## src/hw/rtl/sckd_pkg.sv

```systemverilog
// package for the set-1 scan byte decoder: types, codes and translation tables
// no dependencies
package sckd_pkg;

	localparam int ScanW = 8;
	localparam int CharW = 8;
	localparam int SpecW = 5;
	localparam int ModW  = 7;
	localparam int CodeW = 7;
	localparam int SkipW = 3;

	localparam logic [ScanW-1:0] PfxExt   = 8'hE0;
	localparam logic [ScanW-1:0] PfxPause = 8'hE1;

	localparam logic [CodeW-1:0] CdShiftL = 7'h2A;
	localparam logic [CodeW-1:0] CdShiftR = 7'h36;
	localparam logic [CodeW-1:0] CdCtrl   = 7'h1D;
	localparam logic [CodeW-1:0] CdAlt    = 7'h38;
	localparam logic [CodeW-1:0] CdCaps   = 7'h3A;
	localparam logic [CodeW-1:0] CdBksp   = 7'h0E;
	localparam logic [CodeW-1:0] CdEnter  = 7'h1C;
	localparam logic [CodeW-1:0] CdSlash  = 7'h35;
	localparam logic [CodeW-1:0] CdScroll = 7'h46;
	localparam logic [CodeW-1:0] CdPrint  = 7'h37;
	localparam logic [CodeW-1:0] TableLast = 7'h56;

	localparam int MbShift  = 0;
	localparam int MbShiftR = 1;
	localparam int MbCtrl   = 2;
	localparam int MbCtrlR  = 3;
	localparam int MbAlt    = 4;
	localparam int MbAltGr  = 5;
	localparam int MbCaps   = 6;

	typedef enum logic [SpecW-1:0] {
		SP_NONE = 5'd0, SP_BKSP = 5'd1, SP_ENTER = 5'd2, SP_PAUSE = 5'd3,
		SP_PRINT = 5'd4, SP_WINL = 5'd5, SP_WINR = 5'd6, SP_INS = 5'd7,
		SP_DEL = 5'd8, SP_HOME = 5'd9, SP_END = 5'd10, SP_PGUP = 5'd11,
		SP_PGDN = 5'd12, SP_UP = 5'd13, SP_LEFT = 5'd14, SP_DOWN = 5'd15,
		SP_RIGHT = 5'd16
	} special_t;

	typedef struct packed {
		logic [CharW-1:0] char_code;
		logic [SpecW-1:0] special_code;
		logic [ModW-1:0]  modifier_bits;
		logic             released;
	} result_t;

	typedef logic [CharW-1:0] tab_t [0:86];

	localparam tab_t TabPlain = '{
		8'h00,8'h00,8'h31,8'h32,8'h33,8'h34,8'h35,8'h36,8'h37,8'h38,8'h39,8'h30,
		8'hE1,8'h27,8'h00,8'h00,
		8'h71,8'h77,8'h65,8'h72,8'h74,8'h7A,8'h75,8'h69,8'h6F,8'h70,8'h81,8'h2B,
		8'h00,8'h00,8'h61,8'h73,
		8'h64,8'h66,8'h67,8'h68,8'h6A,8'h6B,8'h6C,8'h94,8'h84,8'h5E,8'h00,8'h23,
		8'h79,8'h78,8'h63,8'h76,
		8'h62,8'h6E,8'h6D,8'h2C,8'h2E,8'h2D,8'h00,8'h2A,8'h00,8'h20,8'h00,8'h00,
		8'h00,8'h00,8'h00,8'h00,
		8'h00,8'h00,8'h00,8'h00,8'h00,8'h00,8'h00,8'h37,8'h38,8'h39,8'h2D,8'h34,
		8'h35,8'h36,8'h2B,8'h31,
		8'h32,8'h33,8'h30,8'h2C,8'h00,8'h00,8'h3C
	};

	localparam tab_t TabShift = '{
		8'h00,8'h00,8'h21,8'h22,8'h00,8'h24,8'h25,8'h26,8'h2F,8'h28,8'h29,8'h3D,
		8'h3F,8'h60,8'h00,8'h00,
		8'h51,8'h57,8'h45,8'h52,8'h54,8'h5A,8'h55,8'h49,8'h4F,8'h50,8'h9A,8'h2A,
		8'h00,8'h00,8'h41,8'h53,
		8'h44,8'h46,8'h47,8'h48,8'h4A,8'h4B,8'h4C,8'h99,8'h8E,8'hF8,8'h00,8'h27,
		8'h59,8'h58,8'h43,8'h56,
		8'h42,8'h4E,8'h4D,8'h3B,8'h3A,8'h5F,8'h00,8'h2A,8'h00,8'h20,8'h00,8'h00,
		8'h00,8'h00,8'h00,8'h00,
		8'h00,8'h00,8'h00,8'h00,8'h00,8'h00,8'h00,8'h00,8'h00,8'h00,8'h2D,8'h00,
		8'h00,8'h00,8'h2B,8'h00,
		8'h00,8'h00,8'h00,8'h00,8'h00,8'h00,8'h3E
	};

	localparam tab_t TabAltGr = '{
		8'h00,8'h00,8'h00,8'hFD,8'h00,8'hAC,8'hAB,8'hAA,8'h7B,8'h5B,8'h5D,8'h7D,
		8'h5C,8'h00,8'h00,8'h00,
		8'h40,8'h00,8'h00,8'h9E,8'h00,8'h00,8'h00,8'h00,8'h00,8'h00,8'h00,8'h7E,
		8'h00,8'h00,8'h91,8'h00,
		8'h00,8'h00,8'h00,8'h00,8'h00,8'h00,8'h00,8'h00,8'h00,8'h00,8'h00,8'h00,
		8'hAF,8'hAE,8'h9B,8'h00,
		8'h00,8'h00,8'hE6,8'hF9,8'h00,8'hC4,8'h00,8'h2A,8'h00,8'h20,8'h00,8'h00,
		8'h00,8'h00,8'h00,8'h00,
		8'h00,8'h00,8'h00,8'h00,8'h00,8'h00,8'h00,8'h37,8'h38,8'h39,8'h2D,8'h34,
		8'h35,8'h36,8'h2B,8'h31,
		8'h32,8'h33,8'h30,8'h2C,8'h00,8'h00,8'h7C
	};

endpackage

```

## src/hw/rtl/sckd_xlate.sv

```systemverilog
// character translation of a plain scan code through the three layout tables
// depends on sckd_pkg
module sckd_xlate (
	input  logic [sckd_pkg::CodeW-1:0] code,
	input  logic [sckd_pkg::ModW-1:0]  mods,
	output logic                       hit,
	output logic [sckd_pkg::CharW-1:0] char_code
);
	import sckd_pkg::*;

	logic [CharW-1:0] plain_c;
	logic             use_shift;
	logic             use_altgr;

	always_comb begin
		plain_c   = '0;
		char_code = '0;
		use_shift = mods[MbShift] | mods[MbShiftR] | mods[MbCaps];
		use_altgr = mods[MbAltGr] | (mods[MbAlt] & (mods[MbCtrl] | mods[MbCtrlR]));
		hit       = 1'b0;
		if (code <= TableLast) begin
			plain_c = TabPlain[code];
			hit     = (plain_c != '0);
			if (use_shift) begin
				char_code = TabShift[code];
			end else if (use_altgr) begin
				char_code = TabAltGr[code];
			end else begin
				char_code = plain_c;
			end
		end
	end
endmodule

```

## src/hw/rtl/sckd_ext_map.sv

```systemverilog
// special-key mapping of extended (E0-prefixed) scan codes, plus the keypad slash character
// depends on sckd_pkg
module sckd_ext_map (
	input  logic [sckd_pkg::CodeW-1:0] code,
	output logic                       hit,
	output logic                       start_skip,
	output logic [sckd_pkg::CharW-1:0] char_code,
	output logic [sckd_pkg::SpecW-1:0] special_code
);
	import sckd_pkg::*;

	always_comb begin
		hit          = 1'b1;
		start_skip   = 1'b0;
		char_code    = '0;
		special_code = SP_NONE;
		case (code)
			CdShiftL: begin start_skip = 1'b1; special_code = SP_PRINT; end
			CdPrint:  special_code = SP_PRINT;
			CdScroll: begin start_skip = 1'b1; special_code = SP_PAUSE; end
			7'h5B:    special_code = SP_WINL;
			7'h5C:    special_code = SP_WINR;
			7'h5D:    special_code = SP_BKSP;
			7'h52:    special_code = SP_INS;
			7'h53:    special_code = SP_DEL;
			7'h47:    special_code = SP_HOME;
			7'h4F:    special_code = SP_END;
			7'h49:    special_code = SP_PGUP;
			7'h51:    special_code = SP_PGDN;
			7'h48:    special_code = SP_UP;
			7'h4B:    special_code = SP_LEFT;
			7'h50:    special_code = SP_DOWN;
			7'h4D:    special_code = SP_RIGHT;
			CdSlash:  char_code = 8'h2F;
			default:  hit = 1'b0;
		endcase
	end
endmodule

```

## src/hw/rtl/scancode_set1_key_decoder_core.sv

```systemverilog
// set-1 scan byte decoder, top level
// throughput: one word per cycle while m_tready allows, input register then result register
// E0 prefix bytes and swallowed trailing bytes give no result word; the E1 prefix gives a pause result word
// reset (arst_n low, asynchronous) clears decoder state and both valid flags
// depends on sckd_pkg, sckd_xlate, sckd_ext_map
module scancode_set1_key_decoder_core (
	input  logic        clk,
	input  logic        arst_n,
	input  logic        s_tvalid,
	output logic        s_tready,
	input  logic [7:0]  s_tdata,   // scan_byte
	output logic        m_tvalid,
	input  logic        m_tready,
	output logic [23:0] m_tdata,   // char_code[7:0], special_code[12:8], modifier_bits[19:13], 0
	output logic        m_tuser    // released
);
	import sckd_pkg::*;

	// input stage
	logic             vld_s1;
	logic [ScanW-1:0] byte_s1;
	// result stage
	logic             vld_s2;
	result_t          res_s2;
	// decoder state
	logic             ext_q;
	logic [SkipW-1:0] skip_q;
	logic [ModW-1:0]  mods_q;
	logic [CharW-1:0] char_q;
	logic [SpecW-1:0] spec_q;

	logic             adv_s2, adv_s1;
	logic [CodeW-1:0] code;
	logic             rel;
	logic             x_hit;
	logic [CharW-1:0] x_char;
	logic             e_hit, e_skip;
	logic [CharW-1:0] e_char;
	logic [SpecW-1:0] e_spec;
	logic             ext_d;
	logic [SkipW-1:0] skip_d;
	logic [ModW-1:0]  mods_d;
	logic [CharW-1:0] char_d;
	logic [SpecW-1:0] spec_d;
	logic             emit;

	// result register frees when empty or taken; input stage drains into it
	assign adv_s2   = ~vld_s2 | m_tready;
	assign adv_s1   = adv_s2;
	assign s_tready = ~vld_s1 | adv_s1;

	assign code = byte_s1[CodeW-1:0];
	assign rel  = byte_s1[ScanW-1];

	// character lookup uses modifiers after this byte's own modifier update
	sckd_xlate u_xlate (
		.code      (code),
		.mods      (mods_d),
		.hit       (x_hit),
		.char_code (x_char)
	);

	sckd_ext_map u_ext (
		.code         (code),
		.hit          (e_hit),
		.start_skip   (e_skip),
		.char_code    (e_char),
		.special_code (e_spec)
	);

	always_comb begin
		ext_d  = ext_q;
		skip_d = skip_q;
		mods_d = mods_q;
		char_d = char_q;
		spec_d = spec_q;
		emit   = 1'b0;
		if (skip_q != '0) begin
			// trailing byte of a pause or print-screen sequence
			skip_d = skip_q - 1'b1;
		end else if (byte_s1 == PfxExt) begin
			ext_d = 1'b1;
		end else if (byte_s1 == PfxPause) begin
			skip_d = SkipW'(5);
			char_d = '0;
			spec_d = SP_PAUSE;
			emit   = 1'b1;
		end else if (ext_q) begin
			ext_d = 1'b0;
			emit  = 1'b1;
			if (e_hit) begin
				char_d = e_char;
				spec_d = e_spec;
				if (e_skip) skip_d = SkipW'(2);
			end
			if (code == CdCtrl) mods_d[MbCtrlR] = ~rel;
			else if (code == CdAlt) mods_d[MbAltGr] = ~rel;
		end else begin
			emit = 1'b1;
			case (code)
				CdShiftL: mods_d[MbShift]  = ~rel;
				CdShiftR: mods_d[MbShiftR] = ~rel;
				CdCtrl:   mods_d[MbCtrl]   = ~rel;
				CdAlt:    mods_d[MbAlt]    = ~rel;
				CdCaps:   if (!rel) mods_d[MbCaps] = ~mods_q[MbCaps];
				default:  ;
			endcase
			if (code == CdBksp) begin
				char_d = '0;
				spec_d = SP_BKSP;
			end else if (code == CdEnter) begin
				char_d = '0;
				spec_d = SP_ENTER;
			end else if (x_hit) begin
				char_d = x_char;
				spec_d = SP_NONE;
			end
		end
	end

	always_ff @(posedge clk or negedge arst_n) begin
		if (!arst_n) begin
			vld_s1 <= 1'b0;
			vld_s2 <= 1'b0;
			ext_q  <= 1'b0;
			skip_q <= '0;
			mods_q <= '0;
			char_q <= '0;
			spec_q <= '0;
		end else begin
			if (s_tready) vld_s1 <= s_tvalid;
			if (adv_s2) vld_s2 <= vld_s1 & emit;
			if (vld_s1 && adv_s1) begin
				ext_q  <= ext_d;
				skip_q <= skip_d;
				mods_q <= mods_d;
				char_q <= char_d;
				spec_q <= spec_d;
			end
		end
	end

	// payload registers
	always_ff @(posedge clk) begin
		if (s_tready && s_tvalid) byte_s1 <= s_tdata;
		if (adv_s2 && vld_s1) begin
			res_s2.char_code     <= char_d;
			res_s2.special_code  <= spec_d;
			res_s2.modifier_bits <= mods_d;
			res_s2.released      <= (byte_s1 == PfxPause) ? 1'b0 : rel;
		end
	end

	assign m_tvalid = vld_s2;
	assign m_tdata  = {4'b0, res_s2.modifier_bits, res_s2.special_code, res_s2.char_code};
	assign m_tuser  = res_s2.released;
endmodule
```

## config.mk

```make
export PLATFORM = sky130hd
export DESIGN_NAME = scancode_set1_key_decoder_core
export DESIGN_NICKNAME = d
export VERILOG_FILES = /design/src/hw/rtl/sckd_pkg.sv /design/src/hw/rtl/sckd_xlate.sv /design/src/hw/rtl/sckd_ext_map.sv /design/src/hw/rtl/scancode_set1_key_decoder_core.sv
export SDC_FILE = /design/constraint.sdc
export NUM_CORES = 1
export LEC_CHECK = 0
export BUFFER_PORTS_ARGS = -buffer_cell sky130_fd_sc_hd__buf_2
export CAP_MARGIN = 20
export CORE_ASPECT_RATIO = 1.25
export CORE_MARGIN = 5
export CORE_UTILIZATION = 45
export CTS_CLUSTER_SIZE = 14
export DETAILED_ROUTE_END_ITERATION = 8
export PLACE_DENSITY = 0.69
export SLEW_MARGIN = 40
export SYNTH_ARGS = -nofsm -noshare
export SYNTH_HDL_FRONTEND = slang
export SYNTH_SLANG_ARGS = --single-unit
```

## constraint.sdc

```tcl
create_clock -name clk -period 10.4 [get_ports clk]
set_clock_uncertainty 0.1 [all_clocks]
set_input_delay 1.56 -clock clk [delete_from_list [all_inputs] [get_ports clk]]
set_output_delay 1.56 -clock clk [all_outputs]
set_load 0.01 [all_outputs]
```

==> reports/qor.csv <==
stage;metric;value;unit
status;outcome;complete, no violations;
power_and_ir_drop;ir_worst_vdd;0.114;mV
grt;grt_pass1_wl;30800;microns
critical_path;cp_slowest_cell;ha_1;
power_and_ir_drop;swShare;0.428;
flow_run;drv_cap;0;
timing;setup_viol;0;
power_and_ir_drop;p_int;604;uW
synth;synthAdderAreaFrac;0.0331;
synth;syn_area_per_cell;8.13;sq um
power_and_ir_drop;powerDensity;176;nW/um^2
timing;finalHoldViolations;0;
synth;yosysSeqAreaShare;0.268;
floorplanning;rows;46;
timing;rsz0062_at_grt;false;
synth;synth_simple_gate_area_frac;0.259;
synth;synth_edf_count;29;
grt;antenna_found_initial;0;
power_and_ir_drop;leakagePower;2.34;nW
critical_path;cp_top_family;multiplexers;
critical_path;max_stage_delay;0.79;ns
floorplanning;die_y;136;microns
synth;synth_flop_cell;edfxtp_1;
synth;synth_xor_area_frac;0.00882;
power_and_ir_drop;clkPwrFrac;0.167;
placed_design;numPortBuffers;34;
cts;ctsResizeCount;0;
cts;path_clk_slew;0.07;ns
power_and_ir_drop;p_sw;451;uW
synth;synth_area_leaders;edfxtp_1, dfrtp_1, nand2_1;
placed_design;placed_cell_area;5820;sq um
layout;fin_area;5980;sq um
synth;synthCells;698;
synth;ys_warn_count;0;
timing;finalMaxSlewViolations;0;
power_and_ir_drop;seqPwrFrac;0.328;
hold_path;min_path_type;reg2reg;
synth;synth-compound-area-share;0.314;
cts;cts_root_buffer;clkbuf_16;
drt;avgViaCountPerCell;6.89;
critical_path;path_cells;inv_1 > ha_1 > nand4bb_1 > nor3_1 > mux2i_1 > nand2_1 > mux2_1 > a211o_1 > o21ai_0 > a21o_1;
critical_path;arrival;4.85;ns
floorplanning;start_util;0.452;
critical_path;worstSetupStartpointType;flop;
cts;cts_max_level;2;
grt;track_usage;0.254;
layout;layout.cells.most_common;nand2_1;
critical_path;cp.required;10.46;ns
placed_design;gp_congestion;1.05;
layout;area_delta_synth_final;5.31;%
drt;wire_per_inst;23.2;microns
power_and_ir_drop;combPwrFrac;0.504;
timing;fmax;0.209;GHz
drt;drc;0;
synth;synth_seq_cells;55;
layout;n_fill_cell;1275;
cts;cts-buffers-inserted;5;
layout;final_core_util;0.476;
drt;routed_wl;19900;microns
critical_path;crit_buf_inv;1;
timing;final.period_utilization;0.460;
synth;synthMuxAreaShare;0.0432;
cts;cts_hold_buffers;0;
grt;first_global_vias;5627;
drt;vias;5908;
drt;final_antenna_net_count;0;
synth;yosysTopAreaCellShare;0.153;
drt;drt_iter0_drc;762;
critical_path;crit_fanout;21;
cts;cts.sinks;55;
floorplanning;dieArea;15000;sq um
grt;grt_max_degree;79;
layout;layout-drive-gt1-share;0.130;
cts;insertion_delay;0.29;ns
synth;yosysTopAreaCell;edfxtp_1;
cts;cts_setup_buffers;0;
timing;slew_headroom;0.418;
layout;nets;716;
drt;dr.pass1.iters;6;
cts;cts_buffer_depth;2;
timing;min_period;4.78;ns
synth;synth_area;5680;sq um
floorplanning;io_pins;39;
layout;antennaDiodeCount;0;
layout;regArea;1520;sq um
synth;ys_types;99;
synth;async_flop_share;0.473;
critical_path;timing.setup.critical_path_class;reg2reg;
critical_path;crit_path_end_kind;flop;
grt;overflow;0;
timing;tightest_slew;0.873;ns
timing;fin_setup_tns;0;ns
layout;layout_common_cells;nand2_1, o21ai_0, a21oi_1;
floorplanning;dieWidth;110;microns
layout;multi_input_area;3760;sq um
synth;synth_top_family_by_area;compound AO/OA/AOI/OAI gates;
cts;cts_tree;yes;
placed_design;dpl.hpwl;14200;microns
floorplanning;coreArea;12500;sq um
[cells in the mapped netlist (all sizes together), types with 9 or more instances]
library cell  count
mux2i            14
buf              36
nor3             24
nor2             45
dfrtp            26
nor4              9
nand2b           23
inv              21
o21a              9
a211oi           10
ha               15
a31oi             9
o21ai            55
nand2            72
a21o              9
a21oi            46
edfxtp           29
nor2b            18
clkbuf           27
o211ai            9
nand3            13
[final timing paths]
| check | endpoint | startpoint | cells after the start | slack (ns) |
|---|---|---|---|---|
| worst max-delay path | m_tdata[1] | byte_s1[1] | 10 | 5.62 |
| worst min-delay path | skip_q[0] | skip_q[0] | 1 | 0.39 |
| worst max register to register | m_tdata[1] | byte_s1[1] | 10 | 5.62 |
| worst min register to register | skip_q[0] | skip_q[0] | 1 | 0.39 |
| max in group asynchronous | m_tvalid | arst_n | 1 | 8.62 |
| min in group asynchronous | char_q[1] | arst_n | 1 | 1.18 |
[area by class of cell]
type,instances,share of cell area
Tap cell,168,0.0352
Clock inverter,2,0.00251
Multi-Input combinational cell,560,0.629
Inverter,23,0.0144
Clock buffer,6,0.0232
Timing Repair Buffer,44,0.0410
Sequential cell,55,0.255
[per-stage QoR]
stage               std cells  hold WS, ns  power [mW]  setup slack [ns]
CTS                       858        0.394        1.05              5.74
global route              858        0.405        1.11              5.37
finish                    858        0.392        1.06              5.62
global placement          850        0.371       0.858              5.89
floorplan                 701        0.346       0.727              6.73
detailed placement        850        0.380       0.870              5.77
[registers in the layout, summed over array words and instances (netlist names)]
name	flops
ext_q	1
spec_q	5
byte_s1	8
char_q	8
m_tdata	20
m_tuser	1
mods_q	7
m_tvalid	1
vld_s1	1
skip_q	3
[power groups by stage]
| stage | Clock [mW] | Sequential, mW | Combinational [mW] |
|---|---|---|---|
| 2_1_floorplan | 0 | 0.358 | 0.368 |
| 4_1_cts | 0.179 | 0.346 | 0.521 |
| 6_report | 0.177 | 0.347 | 0.532 |
| 3_5_place_dp | 0 | 0.350 | 0.520 |
| 3_3_place_gp | 0 | 0.347 | 0.511 |
| 5_1_grt | 0.186 | 0.353 | 0.572 |
[kinds of logic (layout without fill, tap and decap cells)]
kind of cell | count (synthesis) | in the layout
compound gates | 248 | 248
mux | 21 | 21
flops | 55 | 55
buf+inv | 86 | 75
fa+ha+maj | 15 | 15
simple gates | 268 | 268
xor+xnor | 4 | 4
other cells | 1 | 4
[per-layer routing]
metal  vias up  GRT usage  routed length (microns)
met4         0      0.146                     1170
met3        96     0.0340                     1810
met2       411      0.421                     9270
met5         -          0                        0
li1       2613          -                        -
met1      2788      0.319                     7660
No activity file was read; power rests on OpenSTA's default activity.
